$ cat config.mk
export PLATFORM = sky130hd
export DESIGN_NAME = rms_current_meter_top
export DESIGN_NICKNAME = d
export VERILOG_FILES = /design/src/rtl/rcm_pkg.sv /design/src/rtl/rcm_ctrl.sv /design/src/rtl/rcm_datapath.sv /design/src/rtl/rms_current_meter_top.sv
export SDC_FILE = /design/constraint.sdc
export NUM_CORES = 2
export LEC_CHECK = 0
export ABC_CLOCK_PERIOD_IN_PS = 24900
export BUFFER_PORTS_ARGS = -buffer_cell sky130_fd_sc_hd__buf_2
export CAP_MARGIN = 20
export CORE_MARGIN = 2
export CORE_UTILIZATION = 40
export DETAILED_ROUTE_END_ITERATION = 8
export GPL_TIMING_DRIVEN = 0
export HOLD_SLACK_MARGIN = 0.03
export PLACE_DENSITY = 0.66
export SLEW_MARGIN = 25
export SYNTH_ARGS = -nofsm -noshare
export SYNTH_HDL_FRONTEND = slang
export SYNTH_HIERARCHICAL = 1
export SYNTH_SLANG_ARGS = --single-unit
$ cat constraint.sdc
create_clock -name clock -period 24.9 [get_ports clock]
set_clock_uncertainty 0.15 [all_clocks]
set_input_delay 1.245 -clock clock [delete_from_list [all_inputs] [get_ports clock]]
set_output_delay 1.245 -clock clock [all_outputs]
set_load 0.02 [all_outputs]
$ cat src/rtl/rcm_pkg.sv
`timescale 1ns / 1ps
`default_nettype none
// ----------------------------------------------------------------------------
// RMS current meter package
// Field widths, register codes, reset values, scaling constants and the
// command, status, payload and state types shared by the meter modules.
// ----------------------------------------------------------------------------
package rcm_pkg;

   localparam int SAMPLE_W            = 10;
   localparam int SAMPLE_BITS_DEFAULT = 10;
   localparam int MID_W               = 10;
   localparam int OFFSET_W            = 10;
   localparam int MS_W                = 8;
   localparam int READING_W           = 12;
   localparam int SUM_W               = 32;
   localparam int TOTAL_W             = 12;
   localparam int ROOT_W              = 16;
   localparam int CROSS_W             = 2;
   localparam int CSR_INDEX_W         = 2;
   localparam int CSR_DATA_W          = 10;

   localparam int DIV_STEPS  = SUM_W;
   localparam int ROOT_STEPS = SUM_W / 2;
   localparam int CNT_W      = $clog2(DIV_STEPS);

   localparam int SCALE_NUM   = 954;
   localparam int SCALE_DEN   = 1000;
   localparam int SCALE_NUM_W = 10;
   localparam int MUL_W       = ROOT_W + SCALE_NUM_W;
   localparam int RECIP_W     = 21;
   localparam int RECIP_SHIFT = 30;
   localparam int PROD_W      = MUL_W + RECIP_W;
   localparam int REM_W       = 11;
   localparam int SUMX_W      = ROOT_W + 2;

   localparam logic [RECIP_W-1:0] RECIP = RECIP_W'((64'd1 << RECIP_SHIFT) / SCALE_DEN);

   localparam logic [MID_W-1:0]    MID_LEVEL_RESET      = MID_W'(512);
   localparam logic [OFFSET_W-1:0] READING_OFFSET_RESET = '0;
   localparam logic [MS_W-1:0]     WINDOW_MS_RESET      = MS_W'(35);
   localparam logic [MS_W-1:0]     DEBOUNCE_MS_RESET    = MS_W'(5);

   localparam logic [CROSS_W-1:0] CROSS_FIRST  = CROSS_W'(1);
   localparam logic [CROSS_W-1:0] CROSS_SECOND = CROSS_W'(2);
   localparam logic [CROSS_W-1:0] CROSS_THIRD  = CROSS_W'(3);

   typedef enum logic [CSR_INDEX_W-1:0] {
      CSR_MID_LEVEL      = 2'd0,
      CSR_READING_OFFSET = 2'd1,
      CSR_WINDOW_MS      = 2'd2,
      CSR_DEBOUNCE_MS    = 2'd3
   } csr_index_type;

   typedef struct packed {
      logic                start_flag;
      logic [SAMPLE_W-1:0] sample;
      logic [MS_W-1:0]     elapsed_ms;
   } req_type;

   typedef struct packed {
      logic signed [READING_W-1:0] reading;
      logic                        timed_out;
   } rsp_type;

   typedef enum logic [3:0] {
      ST_IDLE,
      ST_RUN,
      ST_DIVIDE,
      ST_ROOT_LOAD,
      ST_ROOT,
      ST_SCALE_MUL,
      ST_SCALE_RECIP,
      ST_SCALE_REM,
      ST_SCALE_OUT
   } state_type;

   typedef struct packed {
      logic accum;
      logic load_timeout;
      logic div_init;
      logic div_step;
      logic root_init;
      logic root_step;
      logic scale_mul;
      logic scale_recip;
      logic scale_rem;
      logic load_result;
   } cmd_type;

   typedef struct packed {
      logic timeout;
      logic third;
      logic div_last;
      logic root_last;
      logic rsp_free;
   } status_type;

endpackage
`default_nettype wire

$ cat src/rtl/rcm_ctrl.sv
`timescale 1ns / 1ps
`default_nettype none
// ----------------------------------------------------------------------------
// RMS current meter controller
// Sequences sample intake, the divide and root iterations and the scaling
// steps, and gates the input channel.
// ----------------------------------------------------------------------------
module rcm_ctrl (
   input  wire logic               clock,
   input  wire logic               reset,
   input  wire logic               req_valid,
   input  wire logic               req_start,
   input  wire rcm_pkg::status_type status,
   output rcm_pkg::cmd_type        cmd,
   output logic                    req_stall
);
   import rcm_pkg::*;

   state_type state_ff;
   state_type state_in;
   logic      take_word;
   logic      active_eff;

   assign req_stall  = !(state_ff inside {ST_IDLE, ST_RUN}) || !status.rsp_free;
   assign take_word  = req_valid && !req_stall;
   assign active_eff = req_start || (state_ff == ST_RUN);

   always_ff @(posedge clock) begin
      if (reset) begin
         state_ff <= ST_IDLE;
      end else begin
         state_ff <= state_in;
      end
   end

   always_comb begin
      state_in = state_ff;
      case (state_ff)
         ST_IDLE, ST_RUN: begin
            if (take_word && active_eff) begin
               if (status.timeout) begin
                  state_in = ST_IDLE;
               end else if (status.third) begin
                  state_in = ST_DIVIDE;
               end else begin
                  state_in = ST_RUN;
               end
            end
         end
         ST_DIVIDE: begin
            if (status.div_last) begin
               state_in = ST_ROOT_LOAD;
            end
         end
         ST_ROOT_LOAD: state_in = ST_ROOT;
         ST_ROOT: begin
            if (status.root_last) begin
               state_in = ST_SCALE_MUL;
            end
         end
         ST_SCALE_MUL:   state_in = ST_SCALE_RECIP;
         ST_SCALE_RECIP: state_in = ST_SCALE_REM;
         ST_SCALE_REM:   state_in = ST_SCALE_OUT;
         ST_SCALE_OUT: begin
            if (status.rsp_free) begin
               state_in = ST_IDLE;
            end
         end
         default: state_in = ST_IDLE;
      endcase
   end

   always_comb begin
      cmd = '0;
      case (state_ff)
         ST_IDLE, ST_RUN: begin
            if (take_word && active_eff) begin
               if (status.timeout) begin
                  cmd.load_timeout = 1'b1;
               end else begin
                  cmd.accum    = 1'b1;
                  cmd.div_init = status.third;
               end
            end
         end
         ST_DIVIDE:      cmd.div_step    = 1'b1;
         ST_ROOT_LOAD:   cmd.root_init   = 1'b1;
         ST_ROOT:        cmd.root_step   = 1'b1;
         ST_SCALE_MUL:   cmd.scale_mul   = 1'b1;
         ST_SCALE_RECIP: cmd.scale_recip = 1'b1;
         ST_SCALE_REM:   cmd.scale_rem   = 1'b1;
         ST_SCALE_OUT:   cmd.load_result = status.rsp_free;
         default:        cmd = '0;
      endcase
   end

   a_busy_stalls: assert property (@(posedge clock) disable iff (reset)
      (state_ff != ST_IDLE && state_ff != ST_RUN) |-> req_stall)
      else $error("word taken while the result is being computed");

endmodule
`default_nettype wire

$ cat src/rtl/rcm_datapath.sv
`timescale 1ns / 1ps
`default_nettype none
// ----------------------------------------------------------------------------
// RMS current meter datapath
// Configuration registers, crossing detection, square accumulation,
// restoring divider, digit-by-digit square root, scaling and result register.
// ----------------------------------------------------------------------------
module rcm_datapath #(
   parameter int SAMPLE_BITS = rcm_pkg::SAMPLE_BITS_DEFAULT
) (
   input  wire logic                              clock,
   input  wire logic                              reset,
   input  wire logic                              csr_we,
   input  wire logic [rcm_pkg::CSR_INDEX_W-1:0]   csr_index,
   input  wire logic [rcm_pkg::CSR_DATA_W-1:0]    csr_wdata,
   input  wire rcm_pkg::req_type                  req_data,
   input  wire rcm_pkg::cmd_type                  cmd,
   input  wire logic                              rsp_stall,
   output rcm_pkg::status_type                    status,
   output logic                                   rsp_valid,
   output rcm_pkg::rsp_type                       rsp_data
);
   import rcm_pkg::*;

   localparam int USE_BITS = (SAMPLE_BITS < SAMPLE_W) ? SAMPLE_BITS : SAMPLE_W;
   localparam logic [SAMPLE_W-1:0] SAMPLE_MASK = {SAMPLE_W{1'b1}} >> (SAMPLE_W - USE_BITS);

   // configuration
   logic [MID_W-1:0]    mid_ff;
   logic [OFFSET_W-1:0] offset_ff;
   logic [MS_W-1:0]     window_ff;
   logic [MS_W-1:0]     debounce_ff;

   // measurement state
   logic               have_prev_ff, have_prev_in;
   logic               prev_above_ff, prev_above_in;
   logic [CROSS_W-1:0] cross_ff, cross_in;
   logic [MS_W-1:0]    last_ff, last_in;
   logic [SUM_W-1:0]   sum_ff, sum_in;
   logic [TOTAL_W-1:0] total_ff, total_in;

   // iteration units
   logic [CNT_W-1:0]   cnt_ff, cnt_in;
   logic [SUM_W-1:0]   quo_ff, quo_in;
   logic [TOTAL_W-1:0] rem_ff, rem_in;
   logic [SUM_W-1:0]   rv_ff, rv_in;
   logic [SUM_W-1:0]   root_ff, root_in;
   logic [SUM_W-1:0]   rbit_ff, rbit_in;

   // scaling
   logic [MUL_W-1:0]   scl_ff;
   logic [PROD_W-1:0]  prod_ff;
   logic [ROOT_W-1:0]  q0_ff;
   logic [REM_W-1:0]   rem0_ff;

   // result
   logic    rsp_valid_ff, rsp_valid_in;
   rsp_type rsp_ff, rsp_in;

   // status
   logic    timeout_hit;
   logic    third_hit;
   logic    div_last;
   logic    root_last;
   logic    rsp_free;

   // sample path
   logic [SAMPLE_W-1:0]        smp;
   logic                       above;
   logic                       have_prev_eff, prev_above_eff;
   logic [CROSS_W-1:0]         cross_eff, cross_new;
   logic [MS_W-1:0]            last_eff, gap;
   logic [SUM_W-1:0]           sum_eff;
   logic [TOTAL_W-1:0]         total_eff;
   logic                       counted;
   logic                       in_window;
   logic signed [SAMPLE_W:0]   diff;
   logic signed [2*SAMPLE_W+1:0] sq;

   // divider and root step
   logic [TOTAL_W:0]   div_shift;
   logic               div_fit;
   logic [SUM_W-1:0]   root_try;
   logic               root_fit;

   // scaling stages
   logic [MUL_W-1:0]         q0_by_den;
   logic                     rem_ge;
   logic [ROOT_W-1:0]        q_fix;
   logic                     rem_nz;
   logic signed [SUMX_W-1:0] sum_x;
   logic signed [SUMX_W-1:0] x_val;
   logic signed [READING_W-1:0] x_sat;

   always_ff @(posedge clock) begin
      if (reset) begin
         mid_ff      <= MID_LEVEL_RESET;
         offset_ff   <= READING_OFFSET_RESET;
         window_ff   <= WINDOW_MS_RESET;
         debounce_ff <= DEBOUNCE_MS_RESET;
      end else if (csr_we) begin
         case (csr_index_type'(csr_index))
            CSR_MID_LEVEL:      mid_ff      <= csr_wdata[MID_W-1:0];
            CSR_READING_OFFSET: offset_ff   <= csr_wdata[OFFSET_W-1:0];
            CSR_WINDOW_MS:      window_ff   <= csr_wdata[MS_W-1:0];
            CSR_DEBOUNCE_MS:    debounce_ff <= csr_wdata[MS_W-1:0];
            default: begin
            end
         endcase
      end
   end

   // crossing detection with the start word folding in a cleared state
   always_comb begin
      smp            = req_data.sample & SAMPLE_MASK;
      above          = smp > SAMPLE_W'(mid_ff);
      have_prev_eff  = req_data.start_flag ? 1'b0 : have_prev_ff;
      prev_above_eff = req_data.start_flag ? 1'b0 : prev_above_ff;
      cross_eff      = req_data.start_flag ? '0 : cross_ff;
      last_eff       = req_data.start_flag ? '0 : last_ff;
      sum_eff        = req_data.start_flag ? '0 : sum_ff;
      total_eff      = req_data.start_flag ? '0 : total_ff;
      gap            = req_data.elapsed_ms - last_eff;
      counted        = have_prev_eff && (above != prev_above_eff)
                       && ((cross_eff == '0) || (gap > debounce_ff));
      cross_new      = counted ? cross_eff + CROSS_W'(1) : cross_eff;
      in_window      = (cross_new == CROSS_FIRST) || (cross_new == CROSS_SECOND);
      diff           = $signed({1'b0, smp}) - $signed({1'b0, SAMPLE_W'(mid_ff)});
      sq             = diff * diff;

      timeout_hit    = req_data.elapsed_ms >= window_ff;
      third_hit      = cross_new == CROSS_THIRD;

      have_prev_in  = have_prev_ff;
      prev_above_in = prev_above_ff;
      cross_in      = cross_ff;
      last_in       = last_ff;
      sum_in        = sum_ff;
      total_in      = total_ff;
      if (cmd.accum) begin
         have_prev_in  = 1'b1;
         prev_above_in = above;
         cross_in      = cross_new;
         last_in       = counted ? req_data.elapsed_ms : last_eff;
         sum_in        = in_window ? sum_eff + SUM_W'($unsigned(sq)) : sum_eff;
         total_in      = (in_window && (total_eff != '1)) ? total_eff + TOTAL_W'(1)
                                                          : total_eff;
      end
   end

   // restoring divide and digit-by-digit root, one step a cycle
   always_comb begin
      div_shift = {rem_ff, quo_ff[SUM_W-1]};
      div_fit   = div_shift >= {1'b0, total_ff};
      root_try  = root_ff + rbit_ff;
      root_fit  = rv_ff >= root_try;

      cnt_in  = cnt_ff;
      quo_in  = quo_ff;
      rem_in  = rem_ff;
      rv_in   = rv_ff;
      root_in = root_ff;
      rbit_in = rbit_ff;
      if (cmd.div_init) begin
         cnt_in = '0;
         quo_in = sum_ff;
         rem_in = '0;
      end else if (cmd.div_step) begin
         cnt_in = cnt_ff + CNT_W'(1);
         quo_in = {quo_ff[SUM_W-2:0], div_fit};
         rem_in = div_fit ? TOTAL_W'(div_shift - {1'b0, total_ff})
                          : div_shift[TOTAL_W-1:0];
      end else if (cmd.root_init) begin
         cnt_in  = '0;
         rv_in   = (total_ff == '0) ? '0 : quo_ff;
         root_in = '0;
         rbit_in = SUM_W'(1) << (SUM_W - 2);
      end else if (cmd.root_step) begin
         cnt_in  = cnt_ff + CNT_W'(1);
         rv_in   = root_fit ? rv_ff - root_try : rv_ff;
         root_in = root_fit ? (root_ff >> 1) + rbit_ff : root_ff >> 1;
         rbit_in = rbit_ff >> 2;
      end
      div_last  = cnt_ff == CNT_W'(DIV_STEPS - 1);
      root_last = cnt_ff == CNT_W'(ROOT_STEPS - 1);
   end

   // scale by 954/1000 and add the offset, truncating toward zero
   always_comb begin
      q0_by_den = MUL_W'(prod_ff[RECIP_SHIFT +: ROOT_W]) * MUL_W'(SCALE_DEN);
      rem_ge    = rem0_ff >= REM_W'(SCALE_DEN);
      q_fix     = q0_ff + ROOT_W'(rem_ge);
      rem_nz    = rem_ge ? (rem0_ff != REM_W'(SCALE_DEN)) : (rem0_ff != '0);
      sum_x     = SUMX_W'($signed(offset_ff)) + $signed({2'b00, q_fix});
      x_val     = ((sum_x < 0) && rem_nz) ? sum_x + SUMX_W'(1) : sum_x;
      if (x_val > SUMX_W'(2 ** (READING_W - 1) - 1)) begin
         x_sat = {1'b0, {(READING_W - 1){1'b1}}};
      end else if (x_val < -SUMX_W'(2 ** (READING_W - 1))) begin
         x_sat = {1'b1, {(READING_W - 1){1'b0}}};
      end else begin
         x_sat = x_val[READING_W-1:0];
      end
   end

   // result register
   always_comb begin
      rsp_free     = !rsp_valid_ff || !rsp_stall;
      rsp_valid_in = rsp_valid_ff && rsp_stall;
      rsp_in       = rsp_ff;
      if (cmd.load_timeout) begin
         rsp_valid_in     = 1'b1;
         rsp_in.reading   = '0;
         rsp_in.timed_out = 1'b1;
      end else if (cmd.load_result) begin
         rsp_valid_in     = 1'b1;
         rsp_in.reading   = x_sat;
         rsp_in.timed_out = 1'b0;
      end
   end

   assign status = '{timeout:   timeout_hit,
                     third:     third_hit,
                     div_last:  div_last,
                     root_last: root_last,
                     rsp_free:  rsp_free};

   always_ff @(posedge clock) begin
      if (reset) begin
         have_prev_ff  <= 1'b0;
         prev_above_ff <= 1'b0;
         cross_ff      <= '0;
         last_ff       <= '0;
         sum_ff        <= '0;
         total_ff      <= '0;
         cnt_ff        <= '0;
         rsp_valid_ff  <= 1'b0;
      end else begin
         have_prev_ff  <= have_prev_in;
         prev_above_ff <= prev_above_in;
         cross_ff      <= cross_in;
         last_ff       <= last_in;
         sum_ff        <= sum_in;
         total_ff      <= total_in;
         cnt_ff        <= cnt_in;
         rsp_valid_ff  <= rsp_valid_in;
      end
   end

   always_ff @(posedge clock) begin
      quo_ff  <= quo_in;
      rem_ff  <= rem_in;
      rv_ff   <= rv_in;
      root_ff <= root_in;
      rbit_ff <= rbit_in;
      rsp_ff  <= rsp_in;
      if (cmd.scale_mul) begin
         scl_ff <= MUL_W'(root_ff[ROOT_W-1:0]) * MUL_W'(SCALE_NUM);
      end
      if (cmd.scale_recip) begin
         prod_ff <= PROD_W'(scl_ff) * PROD_W'(RECIP);
      end
      if (cmd.scale_rem) begin
         q0_ff   <= prod_ff[RECIP_SHIFT +: ROOT_W];
         rem0_ff <= REM_W'(scl_ff - q0_by_den);
      end
   end

   assign rsp_valid = rsp_valid_ff;
   assign rsp_data  = rsp_ff;

   a_load_into_free_slot: assert property (@(posedge clock) disable iff (reset)
      (cmd.load_result || cmd.load_timeout) |-> (!rsp_valid_ff || !rsp_stall))
      else $error("result loaded over a word still waiting");

   a_div_rem_below_divisor: assert property (@(posedge clock) disable iff (reset)
      cmd.div_step |-> ({1'b0, rem_ff} < {1'b0, total_ff}))
      else $error("divider remainder not below the sample count");

   a_root_fits: assert property (@(posedge clock) disable iff (reset)
      cmd.scale_mul |-> (root_ff[SUM_W-1:ROOT_W] == '0))
      else $error("square root wider than its field");

endmodule
`default_nettype wire

$ cat src/rtl/rms_current_meter_top.sv
`timescale 1ns / 1ps
`default_nettype none
// ----------------------------------------------------------------------------
// RMS current meter
// True-RMS current reading over a window framed by three zero crossings.
//
//   channel  direction  handshake            payload
//   req      in         req_valid/req_stall  req_data  (start_flag, sample, elapsed_ms)
//   rsp      out        rsp_valid/rsp_stall  rsp_data  (reading, timed_out)
//   csr      in         csr_we               csr_index, csr_wdata
//
// Samples are taken one per cycle while a measurement runs or the block idles.
// The word that brings the third crossing stalls the input through its
// 32 divider steps, one root load, 16 root steps and 4 scaling steps.
// A timeout result is ready the cycle after its word.
// The input also stalls while a result waits and rsp_stall is high.
// Reset loads the register defaults and ends any measurement; no clearing pass.
// ----------------------------------------------------------------------------
module rms_current_meter_top #(
   parameter int SAMPLE_BITS = rcm_pkg::SAMPLE_BITS_DEFAULT
) (
   input  wire logic                              clock,
   input  wire logic                              reset,
   input  wire logic                              csr_we,
   input  wire logic [rcm_pkg::CSR_INDEX_W-1:0]   csr_index,
   input  wire logic [rcm_pkg::CSR_DATA_W-1:0]    csr_wdata,
   input  wire logic                              req_valid,
   output logic                                   req_stall,
   input  wire rcm_pkg::req_type                  req_data,
   output logic                                   rsp_valid,
   input  wire logic                              rsp_stall,
   output rcm_pkg::rsp_type                       rsp_data
);
   import rcm_pkg::*;

   cmd_type    cmd;
   status_type status;

   rcm_ctrl u_ctrl (
      .clock     (clock),
      .reset     (reset),
      .req_valid (req_valid),
      .req_start (req_data.start_flag),
      .status    (status),
      .cmd       (cmd),
      .req_stall (req_stall)
   );

   rcm_datapath #(
      .SAMPLE_BITS (SAMPLE_BITS)
   ) u_datapath (
      .clock     (clock),
      .reset     (reset),
      .csr_we    (csr_we),
      .csr_index (csr_index),
      .csr_wdata (csr_wdata),
      .req_data  (req_data),
      .cmd       (cmd),
      .rsp_stall (rsp_stall),
      .status    (status),
      .rsp_valid (rsp_valid),
      .rsp_data  (rsp_data)
   );

endmodule
`default_nettype wire

=== Word-level counts from Yosys, hierarchy flattened ===
Cells that the tools add are included.

* Flip-flop bits (word level): 336
* Bits of input ports: 36
* Output and inout bits: 15
* Word-level logic and storage cells: 160

* $add $sub $neg: 14
* Multiply operators: 4
* $lt $le $gt $ge: 9
* Equality and inequality tests: 23
* Muxes and demuxes: 48
* Bitwise gates (word level): 2
* Reduce and logical (&&, ||, !) cells: 36

{| class="wikitable"
|+ Operators with widths
! operator !! number
|-
| $mux W32 || 10
|-
| $mux W12 || 5
|-
| $mul A25 B21 Y45 const B || 1
|-
| $add A31 B31 Y32 || 1
|-
| $add A32 B22 Y32 || 1
|-
| $add A32 B31 Y32 || 1
|-
| $ge A32 B32 Y1 || 1
|-
| $pmux W4 S8 || 1
|-
| $sub A32 B32 Y32 || 1
|-
| $mux W31 || 1
|-
| $mul A16 B9 Y25 const B || 1
|-
| $mul A11 B11 Y22 || 1
|-
| $mux W4 || 5
|-
| $add A10 B17 Y18 || 1
|-
| $add A18 B2 Y18 const B || 1
|-
| $gt A18 B12 Y1 const B || 1
|-
| $lt A18 B1 Y1 const B || 1
|-
| $lt A18 B12 Y1 const B || 1
|-
| $mux W18 || 1
|-
| $add A16 B1 Y16 || 1
|-
| $eq A4 B3 Y1 const B || 4
|-
| $mul A16 B7 Y8 const B || 1
|-
| $mux W8 || 2
|-
| $mux W1 || 15
|-
| other kinds (40) || 77
|}

=== Depth between registers and ports, before layout ===
* Depth after elaboration: 12
* Mapped depth: 43
* Gate-level depth less buffers: 43

=== Cells and area by module ===
The synthesis kept the hierarchy.

{| class="wikitable"
|+ Modules (own cells, without submodules)
! module !! times used !! cells an instance !! area each (um2) !! sequential area each (um2)
|-
| rcm_datapath || 1 || 3633 || 34282.9 || 7837.5
|-
| rcm_ctrl || 1 || 48 || 346.6 || 80.1
|}

=== Worst setup path before layout ===
OpenSTA, ideal clock, no wires.

* Kind: input-to-reg
* From: in req_data[18] in the netlist's numbering
* To: reg u_datapath.rv_ff[0], enable pin
* Data arrival time: 10.310 ns
* Slack: 13.970 ns
* Stages on the path: 26
* Buffers on the path: 4
* Cells stage by stage: clkbuf_1 -> clkbuf_1 -> buf_1 -> nand2b_1 -> ha_1 -> a21oi_1 -> o21ai_0 -> a21oi_1 -> o21bai_1 -> a21o_1 -> a21oi_1 -> xnor2_1 -> ha_1 -> nand3_1 -> o21bai_1 -> a21oi_1 -> o21ai_0 -> a211o_1 -> and2_0 -> xnor2_1 -> ha_1 -> buf_4 -> and2_1 -> or2_2 -> nor2_1 -> a21boi_0

{| class="wikitable"
|+ RTL lines
! element !! line !! RTL
|-
| from (decl) || rms_current_meter_top.sv:29 || <nowiki>input wire rcm_pkg::req_type req_data,</nowiki>
|-
| to (signal assigned) || rcm_datapath.sv:252 || <nowiki>rv_ff <= rv_in;</nowiki>
|-
| to (decl) || rcm_datapath.sv:46 || <nowiki>logic [SUM_W-1:0] rv_ff, rv_in;</nowiki>
|}

=== Worst setup path in the final report ===
* From: in req_data[9] in the netlist's numbering
* To: reg u_datapath.sum_ff[25]

* Longest elaborated chain between the ends: 8

{| class="wikitable"
|+ Ends and longest elaborated chain
! element !! line !! RTL
|-
| branches (longest 7 deep; another with $add A32 B22 Y32) || n/a ||
|-
| $mux W32 (*) || rcm_datapath.sv:145 || <nowiki>sum_in = in_window ? sum_eff + SUM_W'($unsigned(sq)) : sum_eff;</nowiki>
|-
| to (signal assigned) || rcm_datapath.sv:242 || <nowiki>sum_ff <= sum_in;</nowiki>
|-
| to (decl) || rcm_datapath.sv:39 || <nowiki>logic [SUM_W-1:0] sum_ff, sum_in;</nowiki>
|}

Every way passes the cells marked *.
A chain may end at the register's enable or synchronous reset.

==> flow_summary.yaml <==
grt:
  grt_pass1_vias: 26110
  gr-total-overflow: 0
  grt_max_degree: 34
  grt_pass1_wl_um: 130200
  gr-usage-all-layers_pct: 17.69
  antenna_found_initial: 0
clock_network:
  ctsResizeCount: 0
  cts_tree: "built"
  clock_sinks: 306
  cts_max_level: 2
  clkTransAtPathRegs_ns: 0.06
  cts_buffers: 36
  cts_hold_buffers: 0
  clock_latency_ns: 0.58
  cts_root_buf: "clkbuf_16"
  cts_setup_buffers: 0
  clock_path_buffers: 3
yosys:
  post-synth-top-count-cell: "inv_1"
  synth_cell_type_count: 85
  async_flop_share_pct: 0
  synthTopCellsByCount: "617 x inv_1, 541 x ha_1, 299 x fa_1, 260 x nand2_1, 251 x nor2_1"
  ys.flop_type: "edfxtp_1"
  synth_area_leaders: "ha_1 20%, fa_1 17%, edfxtp_1 16%"
  synth_seq_area_share_pct: 22.86
  syn_area_um2: 34630
  synth_warnings: 6
  synth_edf_count: 179
  syn-num-nets: 4557
  syn-instance-count: 3681
  synth_top_area_share_pct: 19.55
  synth_top_area_cell: "ha_1"
  synth-seq-cells: 306
  avgSynthCellArea_um2: 9.408
timing:
  tightest_slew_ns: 1.072
  fmax_mhz: 89.50
  hold_viol: 0
  period_share_pct: 44.87
  rsz0062_at_grt: "no"
  hold_slack_ns: 0.2342
  relSlewSlack_pct: 28.38
  setup_viol: 0
  period_minus_slack_ns: 11.17
  setup_tns_ns: 0
  slew_viol_final: 0
min_path:
  min_path_cells: 0
  min_path_type: "flip-flop to flip-flop"
die:
  initial_core_util_pct: 40.54
  die_area_um2: 88940
  core-area_um2: 85410
  fp.dieW_um: 298.2
  io_pins: 51
  die_h_um: 298.2
  row_count: 107
pwr:
  p_per_area_nw_per_um2: 114.7
  vdd_drop_max_v: 0.0003025
  p_leak_nw: 17.25
drt:
  first_pass_iters: 5
  num_vias: 25714
  ant_nets: 0
  detail_route.wl_per_cell_um: 15.51
  post-route-drc-count: 0
  finalWirelength_um: 76710
  viasPerCell: 5.198
  drt-initial-drc-count: 1262
run:
  cap_viol_max_count: 0
critical_path:
  critPathCaptureType: "flip-flop"
  worstSetupStartpoint: "req_data[9]"
  r2r_setup_slack_ns: 14.13
  crit_fanout: 10
  cpMaxStageDelayCell: "xor2_1"
  reg2reg_from: "u_datapath/mid_ff[1]$_SDFFE_PP0P_"
  worstReg2RegEnd: "u_datapath/sum_ff[25]$_SDFFE_PP0P_"
  cp.arrival_ns: 11.45
  cpPeakStageDelay_ns: 0.81
  startpoint_type: "input pin"
  worstPathRequired_ns: 25.18
  crit_type: "input pin to flip-flop"
  reg2reg_depth: 36
  crit_path_end: "u_datapath/sum_ff[25]$_SDFFE_PP0P_"
finish:
  syn_to_final_growth_pct: 9.062
  final_cells: 4947
  antenna_cells: 0
  drive_above_1_share_pct: 5.601
  num-nets-final: 4652
placed_design:
  hpwl_um: 61290
  gp_congestion: 0.8979
  numPortBuffers: 50
  dp.cells: 4882
outcome:
  outcome: "finished, final reports clean"
[critical path: cells and delay by family]
kind,cells,cell delay (ns)
AND/OR/NAND/NOR,7,1.52
buffers and inverters,6,0.81
XOR/XNOR,3,1.03
adder cells (fa/ha/maj),8,3.26
AO/OA/AOI/OAI,12,3.56
[layout make-up]
cell class / count / area, µm²
Clock inverter: 18 / 252.7
Fill cell: 8288 / 47650
Buffer: 75 / 337.8
Multi-Input combinational cell: 2680 / 24100
Tap cell: 1144 / 1431
Inverter: 620 / 2327
Clock buffer: 47 / 1003
Timing Repair Buffer: 57 / 395.4
Sequential cell: 306 / 7918
[power breakdown]
part           switching, W  internal [W]  total (W)  leakage (nW)
sequential       0.00000441      0.000536   0.000540          2.62
combinational       0.00187       0.00136    0.00323          14.0
clock              0.000232      0.000331   0.000563         0.612
[flip-flops by register name, indices dropped and copies added, names as in the netlist, 4 cells and up]
signal and cells:
u_datapath/q0_ff 16, u_datapath/mid_ff 10, u_datapath/total_ff 12, u_datapath/rem0_ff 10
u_datapath/rem_ff 12, u_datapath/sum_ff 32, u_datapath/cnt_ff 5, u_datapath/rbit_ff 16
u_datapath/offset_ff 10, u_datapath/rsp_data 13, u_datapath/debounce_ff 8, u_datapath/root_ff 32
u_datapath/window_ff 8, u_datapath/quo_ff 32, u_datapath/scl_ff 25, u_datapath/rv_ff 32
u_datapath/last_ff 8, u_ctrl/state_ff 4, u_datapath/prod_ff 16
[metrics by stage]
| stage | utilization [%] | total power, W | area, µm² | worst slack (ns) |
|---|---|---|---|---|
| finish | 44.22 | 0.004333 | 37770 | 13.73 |
| global route | 44.22 | 0.004828 | 37770 | 13.03 |
| detailed placement | 42.74 | 0.003754 | 36510 | 13.36 |
| floorplan | - | 0.003121 | 34630 | 13.97 |
| CTS | 44.21 | 0.004346 | 37760 | 13.89 |
| global placement | 42.51 | 0.003716 | 36310 | 9.800 |
[how the worst min path moves through the flow]
stage | from | slack (ns) | endpoint
after floorplan | u_datapath/prod_ff[40]$_DFFE_PP_ | 0.25 | u_datapath/q0_ff[10]$_DFFE_PP_
after global placement | u_datapath/prod_ff[38]$_DFFE_PP_ | 0.25 | u_datapath/q0_ff[8]$_DFFE_PP_
after detailed placement | u_datapath/prod_ff[45]$_DFFE_PP_ | 0.25 | u_datapath/q0_ff[15]$_DFFE_PP_
after CTS | u_datapath/prod_ff[43]$_DFFE_PP_ | 0.23 | u_datapath/q0_ff[13]$_DFFE_PP_
after global routing | u_datapath/prod_ff[39]$_DFFE_PP_ | 0.24 | u_datapath/q0_ff[9]$_DFFE_PP_
final | u_datapath/prod_ff[43]$_DFFE_PP_ | 0.23 | u_datapath/q0_ff[13]$_DFFE_PP_
[cells in the final DEF (no fill, tap or decap), types with 15 or more instances in the layout]
cell       instances
inv_1            617
ha_1             541
fa_1             299
nand2_1          260
nor2_1           248
edfxtp_1         179
a21oi_1          168
xnor2_1          148
o21ai_0          128
dfxtp_1          127
xor2_1            86
nor2b_1           71
a21o_1            66
clkbuf_1          61
nand3_1           55
buf_2             54
nor3_1            52
a211oi_1          49
clkbuf_16         37
mux2_2            35
nand2b_1          34
and2_1            32
o21bai_1          31
o21a_1            27
nand4_1           27
a31oi_1           25
mux2i_1           23
and3_1            23
or3_1             22
a22oi_1           20
o31ai_1           19
o211ai_1          18
or2_2             15
[routing by layer]
layer / part of all wire (%) / vias up / GRT usage (%)
met3: 3.6 / 90 / 1.896
li1: - / 12681 / -
met5: 0 / - / 0
met4: 2.2 / 0 / 4.654
met2: 48 / 438 / 30.54
met1: 46 / 12505 / 23.52
[logic make-up (layout without fill, tap and decap cells)]
logic type,count (synthesis),count (layout),share of synthesized area [%]
compound gates,655,655,12.54
xor+xnor,234,234,5.918
fa+ha+maj,840,840,36.83
buf+inv,695,817,7.696
flops,306,306,22.86
mux,58,58,1.803
simple gates,893,893,12.35
(Power assumes the default switching activity.)
